**config.mk**
```make
export PLATFORM = sky130hd
export DESIGN_NAME = ttf_issue
export DESIGN_NICKNAME = d
export VERILOG_FILES = /design/src/hdl/triangle_tangent_frame_assert.svh /design/src/hdl/ttf_pkg.sv /design/src/hdl/ttf_issue.sv
export SDC_FILE = /design/constraint.sdc
export NUM_CORES = 1
export LEC_CHECK = 0
export ABC_AREA = 1
export BUFFER_PORTS_ARGS = -buffer_cell sky130_fd_sc_hd__buf_2
export CORE_AREA = 2 2 266 268
export CTS_BUF_LIST = sky130_fd_sc_hd__clkbuf_8
export CTS_CLUSTER_DIAMETER = 60
export CTS_CLUSTER_SIZE = 30
export DETAILED_ROUTE_END_ITERATION = 6
export DIE_AREA = 0 0 268 270
export GPL_ROUTABILITY_DRIVEN = 1
export HOLD_SLACK_MARGIN = 0.1
export PLACE_DENSITY = 0.59
export RECOVER_POWER = 25
export SYNTH_ARGS = -nofsm -noshare
export SYNTH_HDL_FRONTEND = slang
export SYNTH_SLANG_ARGS = --single-unit
```
**constraint.sdc**
```tcl
create_clock -name clk_i -period 11.6 [get_ports clk_i]
set_clock_uncertainty 0.15 [all_clocks]
set_input_delay 3.48 -clock clk_i [delete_from_list [all_inputs] [get_ports clk_i]]
set_output_delay 3.48 -clock clk_i [all_outputs]
set_load 0.01 [all_outputs]
```
**src/hdl/triangle_tangent_frame_assert.svh**
```systemverilog
// assertion macros for the file that asserts (the top level)
`ifndef TRIANGLE_TANGENT_FRAME_ASSERT_SVH
`define TRIANGLE_TANGENT_FRAME_ASSERT_SVH

// same-cycle implication, sampled on clk_i and quiet during reset
`define TTF_ASSERT_NOW(lbl, ante, cons) \
  lbl: assert property (@(posedge clk_i) disable iff (!rst_ni) (ante) |-> (cons)) \
    else $error("assertion failed in triangle tangent frame");

// next-cycle implication
`define TTF_ASSERT_NEXT(lbl, ante, cons) \
  lbl: assert property (@(posedge clk_i) disable iff (!rst_ni) (ante) |=> (cons)) \
    else $error("assertion failed in triangle tangent frame");

`endif

```
**src/hdl/ttf_pkg.sv**
```systemverilog
`timescale 1ns / 1ps

package ttf_pkg;

  // port widths
  localparam int POS_W = 48;
  localparam int UV_W  = 32;
  localparam int VEC_W = 48;
  localparam int OUT_W = 16;

  localparam int COORD_WIDTH_DEF = 16;

  // fixed-point scaling of the unit vectors
  localparam int OUT_FRAC   = 14;
  localparam int SHRINK_MSB = 14;
  localparam int NORM_MSB   = 29;
  localparam int MAG_W      = 30;
  localparam int SQ_W       = 62;
  localparam int LEN_W      = 31;
  localparam int SQRT_STEPS = 31;
  localparam int Q_W        = 15;
  localparam int NUM_W      = 46;

  typedef enum logic [1:0] {
    CORNER_0 = 2'd0,
    CORNER_1 = 2'd1,
    CORNER_2 = 2'd2
  } corner_e;

  typedef struct packed {
    corner_e corner;
    logic    last;
    logic    degen;
  } meta_t;

  // index of the highest set bit, zero for an empty word
  function automatic logic [5:0] msb_idx(input logic [63:0] w);
    logic [5:0] r;
    r = '0;
    for (int i = 0; i < 64; i++) begin
      if (w[i]) r = 6'(i);
    end
    return r;
  endfunction

endpackage

```
**src/hdl/ttf_issue.sv**
```systemverilog
`timescale 1ns / 1ps

module ttf_issue #(
  parameter int W = ttf_pkg::COORD_WIDTH_DEF
) (
  input  logic                      clk_i,
  input  logic                      rst_ni,
  input  logic                      start,
  output logic                      busy,
  input  logic [ttf_pkg::POS_W-1:0] pos_a_i,
  input  logic [ttf_pkg::POS_W-1:0] pos_b_i,
  input  logic [ttf_pkg::POS_W-1:0] pos_c_i,
  input  logic [ttf_pkg::UV_W-1:0]  uv_a_i,
  input  logic [ttf_pkg::UV_W-1:0]  uv_b_i,
  input  logic [ttf_pkg::UV_W-1:0]  uv_c_i,
  input  logic [ttf_pkg::POS_W-1:0] nrm_a_i,
  input  logic [ttf_pkg::POS_W-1:0] nrm_b_i,
  input  logic [ttf_pkg::POS_W-1:0] nrm_c_i,
  output logic                      valid_o,
  output ttf_pkg::meta_t            meta_o,
  output logic signed [W-1:0]       pa_o [3],
  output logic signed [W-1:0]       pb_o [3],
  output logic signed [W-1:0]       pd_o [3],
  output logic signed [W-1:0]       ua_o [2],
  output logic signed [W-1:0]       ub_o [2],
  output logic signed [W-1:0]       ud_o [2],
  output logic signed [W-1:0]       na_o [3]
);

  function automatic logic signed [W-1:0] fld(input logic [63:0] w, input logic [1:0] k);
    return w[k*W +: W];
  endfunction

  logic [1:0] cnt_q, cnt_d;
  logic       acc;
  logic [ttf_pkg::POS_W-1:0] pos_a_q, pos_b_q, pos_c_q, nrm_a_q, nrm_b_q, nrm_c_q;
  logic [ttf_pkg::UV_W-1:0]  uv_a_q, uv_b_q, uv_c_q;
  ttf_pkg::corner_e corner;
  logic [63:0] pa_w, pb_w, pd_w, ua_w, ub_w, ud_w, na_w;

  logic                valid_q;
  ttf_pkg::meta_t      meta_q;
  logic signed [W-1:0] pa_q [3], pb_q [3], pd_q [3], na_q [3];
  logic signed [W-1:0] ua_q [2], ub_q [2], ud_q [2];

  // triangle transfer and corner counter
  assign busy = (cnt_q > 2'd1);
  assign acc  = start && !busy;

  always_comb begin
    cnt_d = cnt_q;
    if (cnt_q != 2'd0) cnt_d = cnt_q - 2'd1;
    if (acc) cnt_d = 2'd3;
  end

  always_ff @(posedge clk_i or negedge rst_ni) begin
    if (!rst_ni) begin
      cnt_q <= 2'd0;
    end else begin
      cnt_q <= cnt_d;
    end
  end

  always_ff @(posedge clk_i) begin
    if (acc) begin
      pos_a_q <= pos_a_i;
      pos_b_q <= pos_b_i;
      pos_c_q <= pos_c_i;
      uv_a_q  <= uv_a_i;
      uv_b_q  <= uv_b_i;
      uv_c_q  <= uv_c_i;
      nrm_a_q <= nrm_a_i;
      nrm_b_q <= nrm_b_i;
      nrm_c_q <= nrm_c_i;
    end
  end

  // corner decode from the countdown
  always_comb begin
    unique case (cnt_q)
      2'd3:    corner = ttf_pkg::CORNER_0;
      2'd2:    corner = ttf_pkg::CORNER_1;
      default: corner = ttf_pkg::CORNER_2;
    endcase
  end

  // corner triple selection
  always_comb begin
    unique case (corner)
      ttf_pkg::CORNER_1: begin
        pa_w = 64'(pos_b_q); pb_w = 64'(pos_a_q); pd_w = 64'(pos_c_q);
        ua_w = 64'(uv_b_q);  ub_w = 64'(uv_a_q);  ud_w = 64'(uv_c_q);
        na_w = 64'(nrm_b_q);
      end
      ttf_pkg::CORNER_2: begin
        pa_w = 64'(pos_c_q); pb_w = 64'(pos_b_q); pd_w = 64'(pos_a_q);
        ua_w = 64'(uv_c_q);  ub_w = 64'(uv_b_q);  ud_w = 64'(uv_a_q);
        na_w = 64'(nrm_c_q);
      end
      default: begin
        pa_w = 64'(pos_a_q); pb_w = 64'(pos_b_q); pd_w = 64'(pos_c_q);
        ua_w = 64'(uv_a_q);  ub_w = 64'(uv_b_q);  ud_w = 64'(uv_c_q);
        na_w = 64'(nrm_a_q);
      end
    endcase
  end

  // issue register
  always_ff @(posedge clk_i or negedge rst_ni) begin
    if (!rst_ni) begin
      valid_q <= 1'b0;
    end else begin
      valid_q <= (cnt_q != 2'd0);
    end
  end

  always_ff @(posedge clk_i) begin
    meta_q.corner <= corner;
    meta_q.last   <= (corner == ttf_pkg::CORNER_2);
    meta_q.degen  <= 1'b0;
    for (int k = 0; k < 3; k++) begin
      pa_q[k] <= fld(pa_w, 2'(k));
      pb_q[k] <= fld(pb_w, 2'(k));
      pd_q[k] <= fld(pd_w, 2'(k));
      na_q[k] <= fld(na_w, 2'(k));
    end
    for (int k = 0; k < 2; k++) begin
      ua_q[k] <= fld(ua_w, 2'(k));
      ub_q[k] <= fld(ub_w, 2'(k));
      ud_q[k] <= fld(ud_w, 2'(k));
    end
  end

  assign valid_o = valid_q;
  assign meta_o  = meta_q;
  assign pa_o    = pa_q;
  assign pb_o    = pb_q;
  assign pd_o    = pd_q;
  assign na_o    = na_q;
  assign ua_o    = ua_q;
  assign ub_o    = ub_q;
  assign ud_o    = ud_q;

endmodule

```
==> results.ini, run 1 <==
[outcome]
status=complete, but fails checks
violations=capacitance limit, slew limit

[clocking]
post-cts-setup-buffers=0
clk_pin_slew_ps=140
holdBufCountCts=0
clock_path_buffers=3
cts_resized=0
cts_made_buffers=47
numClockSinks=678
tritoncts=built
htreeDepth=2
root_buffer=clkbuf_8
clock_latency_ps=670

[min_path]
hold_path_class=reg -> reg
hold_start=nrm_a_q[1]$_DFFE_PP_
hold_depth=2
hold-path-endpoint=na_o[33]$_DFF_P_

[placement]
placed_area_um2=27000
io_buffer_count=679
hpwlAfterDp_um=45300
place_congestion=0.858

[route]
routedWlPerCell_um=18.2
ant_nets=0
drc=0
drt_iter0_markers=983
vias_per_cell=4.51
drtPass1Iterations=5
wirelength_um=65800
num_vias=16336

[yosys]
synth_warnings=0
synth.ff_latch_count=678
yosysMostFrequentCell=nand2_1
syn_area_um2=22700
synth_edf_count=384
netlist_top_cells_count=nand2_1, edfxtp_1, dfxtp_1
postSynthAreaPerCell_um2=11.5
ys.flop_type=edfxtp_1
ys_seq_area_share_pct=76.6
synth_top_area_share_pct=50.7
yosysUniqueCellTypes=18
async_reset_ff_share_pct=0.442
synth_nets=2374
synth_area_leader_cell=edfxtp_1
yosys-top-cells-area=edfxtp_1, dfxtp_1, nand2_1, o21ai_0, inv_1
syn_inst=1982

[critical_path]
crit_required_ps=12040
cp_slowest_cell=clkbuf_1
r2r-start=cnt_q[1]$_DFFE_PN0P_
crit_top_cell=nand2_1
cp-start-kind=flop
r2r_cells=7
crit_path_max_fanout=65
arrival_ps=8570
max_stage_delay_ps=2970
end_kind=flop
r2r_slack_ps=3470
crit_type=reg -> reg
crit_path_cell_trace=clkinvlp_2 -> clkbuf_1 -> clkbuf_1 -> nand2_1 -> nand2_1 -> nand2_1 -> nand2_1
rr_endpoint=na_o[4]$_DFF_P_

[grt]
grt_pass1_wl_um=96200
grt_max_degree=160
antenna_found_initial=37
track_usage_pct=17.5
grt-ovfl-total=0
grt_pass1_vias=16256

[timing]
final.period_utilization_pct=70.1
slew_violations=551
finalHoldViolations=0
tightest_slew_ps=4270
setup_violations=0
rsz0062_at_grt=no
max_freq_mhz=123
post-route-min-period_ps=8130
fin_setup_tns_ps=0
slew_headroom_pct=-185

[finish]
finalNetCount=3023
fillers=6713
design_area_um2=28100
area_growth_pct=23.5
layout-drive-gt1-share_pct=29.0

[flow_run]
cap_violations=9

[floorplan]
initial_core_util_pct=32.7
fp-row-count=97
fp.dieH_um=270
die_w_um=268
die-area_um2=72400
core_area_um2=69500
ioPinCount=681

[pwr]
p_per_area_nw_per_um2=278
vdd_ir_drop_max_v=0.000171
power_leakage_uw=0.0129

-- placed cells by master, fill, tap and decap left out, types with 2 or more instances in the layout --
cell type and instances:
inv_12 2, clkbuf_8 49, inv_16 3, inv_6 7, o21ai_0 142, dfrtp_1 3
edfxtp_1 384, clkinv_8 4, diode_2 16, clkinv_4 2, dfxtp_1 291, clkinvlp_2 2
clkinv_2 4, buf_4 7, clkinv_16 2, bufinv_16 2, nand3_1 3, nand2_1 982
inv_8 7, buf_2 678, inv_1 71, ha_1 5, clkbuf_1 9, clkinvlp_4 2
nor2_1 2
-- critical path, delay by kind of cell, from the launching register on --
kind	cells	cell delay [ps]
flops	1	920
simple gates	4	730
buf+inv	3	6040
-- how the worst max path moves through the flow --
stage,endpoint,depth (start not counted),start
6_report,na_o[4]$_DFF_P_,7,cnt_q[1]$_DFFE_PN0P_
3_3_place_gp,pos_a_q[24]$_DFFE_PP_,4,start
4_1_cts,busy,4,cnt_q[1]$_DFFE_PN0P_
3_5_place_dp,pos_a_q[25]$_DFFE_PP_,4,start
2_1_floorplan,nrm_a_q[0]$_DFFE_PP_,2,start
5_1_grt,na_o[4]$_DFF_P_,7,cnt_q[1]$_DFFE_PN0P_
-- area by class of cell --
type | count | area, µm² | area share (%)
diodes | 16 | 40.0 | 0.143
clock buffers | 49 | 674 | 2.40
clock inverters | 38 | 478 | 1.70
inverters | 71 | 275 | 0.980
multi-input cells | 1138 | 4510 | 16.0
flip-flops and latches | 678 | 17400 | 62.1
well taps | 940 | 1180 | 4.19
repair buffers | 695 | 3500 | 12.5
-- registers in the layout, indices dropped and copies added (netlist names), 48 cells and up --
register / cells
na_o: 48
nrm_a_q: 48
nrm_b_q: 48
nrm_c_q: 48
pa_o: 48
pb_o: 48
pd_o: 48
pos_a_q: 48
pos_b_q: 48
pos_c_q: 48
-- where the power goes --
| group | internal [µW] | switching (µW) | leakage [µW] |
|---|---|---|---|
| clock network | 511 | 884 | 0.000594 |
| registers | 3450 | 281 | 0.00607 |
| logic | 846 | 1840 | 0.00622 |
| total | 4810 | 3000 | 0.0129 |
-- cell families (layout without fill, tap and decap cells) --
group	Yosys count	count (layout)	synth area share, %
XOR/XNOR	1	1	0.0385
flip-flops	678	678	76.6
AND/OR/NAND/NOR	988	988	16.3
other	1	17	0.0165
AO/OA/AOI/OAI	143	143	3.15
buffers and inverters	166	853	3.55
adder cells (fa/ha/maj)	5	5	0.275
-- metrics by stage --
step	total power [µW]	instances	setup slack (ps)	utilization, %	hold WS [ps]
after floorplan	5310	1982	1570	-	269
after global placement	6390	3522	5500	38.8	272
after detailed placement	6440	3522	5480	38.8	280
after CTS	7840	3609	5820	40.4	298
after global routing	8300	3624	2900	40.4	314
final	7810	3625	3470	40.4	286
-- metal layers --
layer | share of wire [%] | up-vias | global-route usage, %
met4 | 4.3 | 26 | 7.60
li1 | - | 7677 | -
met3 | 9.1 | 175 | 5.18
met1 | 37 | 7728 | 20.0
met2 | 49 | 730 | 30.2
met5 | 0.21 | - | 0
No activity file was read; power rests on OpenSTA's default activity.
==> inputs of run 2 (changes only) <==
- CORE_AREA: 2 2 266 268 -> 2 2 263 265
- DIE_AREA: 0 0 268 270 -> 0 0 265 267
- PLACE_DENSITY: 0.59 -> 0.62
- clock period: 11.6 -> 6.88 ns (I/O delays scaled with it)
==> run 2 against run 1 <==
  * The flow now finishes without violations
  * Die area is 2.2% lower
  * Register-to-register slack worse by 690 ps
  * Final cell count is 1.8% lower
  * Hold slack better by 7.6 ps
  * Clock power is 67% higher
  * Critical endpoint is now busy
  * Power is 65% higher
  * Largest power group unchanged
  * Combinational power is 59% higher
  * Utilization is 0.94 points higher
==> results.ini, run 2 (same netlist as run 1, synthesis figures left out) <==
[min_path]
hold_path_class=reg -> reg
hold_start=nrm_a_q[12]$_DFFE_PP_

[floorplan]
die-area_um2=70800
core_area_um2=68000
fp.dieH_um=267
fp-row-count=96
ioPinCount=681
initial_core_util_pct=33.5
die_w_um=265

[grt]
antenna_found_initial=23
grt_use_met2_pct=28.7
use_met1_pct=18.7
grt_pass1_vias=14603
grt_max_degree=168
grt_pass1_wl_um=87300
busiest_layer=met2
track_usage_pct=16.4
grt-ovfl-total=0
use_met3_pct=4.93

[outcome]
status=finished clean

[clocking]
clock_latency_ps=670
tritoncts=built
holdBufCountCts=0
cts_made_buffers=45
htreeDepth=2
root_buffer=clkbuf_8
clock_path_buffers=3
numClockSinks=678
cts_resized=0
post-cts-setup-buffers=0
clk_pin_slew_ps=140

[flow_run]
cap_violations=0

[route]
num_vias=15523
drc=0
routedWlPerCell_um=17.2
vias_per_cell=4.36
ant_nets=0
drt_iter0_markers=904
wirelength_um=61100
drtPass1Iterations=5

[critical_path]
crit_required_ps=4670
end_kind=output pin
arrival_ps=2410
r2r-start=cnt_q[1]$_DFFE_PN0P_
cp-start-kind=flop
crit_type=reg -> out
startpoint=cnt_q[1]$_DFFE_PN0P_
crit_path_max_fanout=36

[pwr]
power_leakage_uw=0.0129
vdd_ir_drop_max_v=0.000261
p_per_area_nw_per_um2=460

[timing]
fin_setup_tns_ps=0
fin_ws_ps=2250
slew_violations=0
slew_headroom_pct=19.0
post-route-min-period_ps=4630
tightest_slew_ps=1220
rsz0062_at_grt=no
final.period_utilization_pct=67.3
finalHoldViolations=0
setup_violations=0
max_freq_mhz=216

[placement]
hpwlAfterDp_um=41600
dp.cells=3462
io_buffer_count=679
place_congestion=0.850
dp_slack_ps=2410

[finish]
layout-drive-gt1-share_pct=29.1
finalNetCount=3019
instances_no_fill=3560
final_common_cell=nand2_1
area_growth_pct=23.5
final_cell_mix=nand2_1, buf_2, edfxtp_1
final_util_pct=41.3

[run 2: changes by cell type in the layout (fill, tap and decap cells not counted), sizes merged]
| cell | before | now |
|---|---|---|
| diode | 16 | 14 |
| buf | 686 | 684 |
| clkinv | 12 | 15 |
| inv | 91 | 89 |
| clkinvlp | 4 | 2 |
| clkbuf | 58 | 56 |
[run 2: final timing paths]
check	to	slack (ps)	depth (start not counted)
min	na_o[44]$_DFF_P_	290	2
min reg2reg	na_o[44]$_DFF_P_	290	2
max	busy	2250	4
max reg2reg	nrm_c_q[0]$_DFFE_PP_	2780	6
max in group asynchronous	cnt_q[1]$_DFFE_PN0P_	5360	1
min in group asynchronous	valid_o$_DFF_PN0_	1050	1
[run 2: power breakdown]
group | leakage, µW | total (µW) | switching [µW] | internal [µW]
registers | 0.00607 | 6300 | 490 | 5810
logic | 0.00623 | 4270 | 2950 | 1320
clock network | 0.000582 | 2340 | 1490 | 854
[run 2: per-layer routing]
metal | share of wire, % | wire length (µm)
met4 | 2.8 | 1690
met5 | 0.13 | 80
met1 | 39 | 23600
met3 | 8.2 | 5020
met2 | 50 | 30600
[run 2: layout make-up]
class / count / area (µm²)
repair buffers: 693 / 3520
well taps: 882 / 1100
inverters: 71 / 278
fillers: 6492 / 39900
diodes: 14 / 35.0
multi-input cells: 1138 / 4540
clock buffers: 47 / 647
clock inverters: 37 / 536
flip-flops and latches: 678 / 17400
[run 2: critical path, stage by stage, from the launching register on]
cell and delay [ps]:
dfrtp_1 1170, inv_4 30, ha_1 260, nor2_1 150, buf_2 150
[run 2: per-stage QoR]
| step | hold slack (ps) | total power (µW) | area [µm²] |
|---|---|---|---|
| finish | 294 | 12900 | 28100 |
| CTS | 298 | 13100 | 28100 |
| detailed placement | 275 | 10700 | 26900 |
| global route | 316 | 13700 | 28100 |
| floorplan | 269 | 8960 | 22800 |
| global placement | 273 | 10700 | 26900 |
==> inputs of run 3 (changes only) <==
- clock period: 6.88 -> 3.8 ns (I/O delays scaled with it)
==> run 3 against run 2 <==
  * Cell area increased by 0.93%
  * Largest power group unchanged
  * Flip-flop and latch count unchanged
  * Highest routed layer unchanged
  * Largest cell class unchanged
  * Utilization grew 0.38 points
  * Die area unchanged
==> results.ini, run 3 (same netlist as run 1, synthesis figures left out) <==
[outcome]
status=finished clean

[pwr]
power_leakage_uw=0.0130
vdd_ir_drop_max_v=0.000498
p_per_area_nw_per_um2=837

[grt]
track_usage_pct=17.2
grt_pass1_vias=15192
grt_pass1_wl_um=91400
antenna_found_initial=15
grt-ovfl-total=0
grt_max_degree=87

[floorplan]
initial_core_util_pct=33.5
ioPinCount=681
die_w_um=265
fp-row-count=96
core_area_um2=68000
die-area_um2=70800
fp.dieH_um=267

[timing]
slew_violations=0
hold_ws_ps=303
tightest_slew_ps=850
max_freq_mhz=311
finalHoldViolations=0
post-route-min-period_ps=3220
fin_setup_tns_ps=0
slew_headroom_pct=43.3
setup_violations=0
rsz0062_at_grt=no
final.period_utilization_pct=84.7

[clocking]
numClockSinks=678
clk_pin_slew_ps=130
root_buffer=clkbuf_8
clock_latency_ps=680
cts_made_buffers=47
cts_resized=0
clock_path_buffers=3
holdBufCountCts=1
post-cts-setup-buffers=0
htreeDepth=2
tritoncts=built

[finish]
layout-drive-gt1-share_pct=29.6
fillers=6473
final_common_cell=nand2_1
finalNetCount=3043
final_util_pct=41.7
final_cell_mix=nand2_1, buf_2, edfxtp_1
area_growth_pct=24.6
design_area_um2=28300

[critical_path]
end_kind=output pin
crit_type=reg -> out
r2r_cells=6
r2r-start=cnt_q[1]$_DFFE_PN0P_
rr_endpoint=uv_c_q[21]$_DFFE_PP_
cp-start-kind=flop
r2r_slack_ps=1250
crit_path_max_fanout=21
crit_required_ps=2510
arrival_ps=1930

[min_path]
hold-path-endpoint=na_o[1]$_DFF_P_
hold_path_class=reg -> reg
hold_depth=2
hold_start=nrm_a_q[33]$_DFFE_PP_

[route]
wirelength_um=63800
vias_per_cell=4.41
num_vias=15797
drt_iter0_markers=963
drtPass1Iterations=7
drc=0
ant_nets=0
routedWlPerCell_um=17.8

[placement]
io_buffer_count=679
hpwlAfterDp_um=45100
place_congestion=0.895
placed_area_um2=27100

[flow_run]
cap_violations=0

[run 3: cell count changes in the layout (fill, tap and decap cells not counted), moves of 2 or more]
cell | before | now
clkinv_16 | 3 | 5
buf_12 | 2 | 9
inv_6 | 9 | 11
clkinv_4 | 4 | 1
buf_4 | 12 | 26
clkbuf_1 | 9 | 15
diode_2 | 14 | 7
buf_2 | 670 | 664
clkinv_2 | 1 | 3
bufinv_16 | 2 | 0
[run 3: layer usage]
metal / up-vias / track usage, % / share of wire (%)
li1: 7704 / - / -
met1: 7321 / 20.3 / 39
met2: 633 / 30.2 / 50
met3: 129 / 4.58 / 7.5
met4: 10 / 6.23 / 3.2
met5: - / 0 / 0.091
[run 3: power by group]
part           total, µW  internal (µW)  leakage (µW)  switching [µW]
Clock               4270           1460      0.000590            2810
Combinational       8100           2580       0.00636            5520
Sequential         11400          10500       0.00607             860
Total              23700          14500        0.0130            9190
[run 3: cell type report]
class                      instances  area (µm²)  area share (%)
sequential                       678       17400            61.5
multi-input combinational       1138        4540            16.0
timing repair buffer             715        3760            13.3
tap                              882        1100            3.89
clock buffer                      48         661            2.33
clock inverter                    40         543            1.92
inverter                          71         280           0.989
antenna                            7        17.5          0.0618
[run 3: worst max-delay path by stage]
stage                              start                    end  cells after the start
finish              cnt_q[1]$_DFFE_PN0P_                   busy                      4
global route        cnt_q[1]$_DFFE_PN0P_                   busy                      4
CTS                 cnt_q[1]$_DFFE_PN0P_                   busy                      4
detailed placement                 start   uv_c_q[12]$_DFFE_PP_                      5
global placement                   start  pos_c_q[46]$_DFFE_PP_                      5
floorplan                          start   nrm_a_q[0]$_DFFE_PP_                      2
[run 3: through the flow]
| stage | setup WS (ps) | std cells | power [µW] |
|---|---|---|---|
| 2_1_floorplan | -3710 | 1982 | 16200 |
| 3_5_place_dp | 1010 | 3483 | 19800 |
| 3_3_place_gp | 1050 | 3483 | 19700 |
| 4_1_cts | 471 | 3572 | 24100 |
| 5_1_grt | 430 | 3579 | 25200 |
| 6_report | 580 | 3579 | 23700 |
[run 3: critical path: stages, from the launching register on]
cell and delay [ps]:
dfrtp_4 580, inv_6 200, ha_2 250, nor2_1 70, buf_2 150
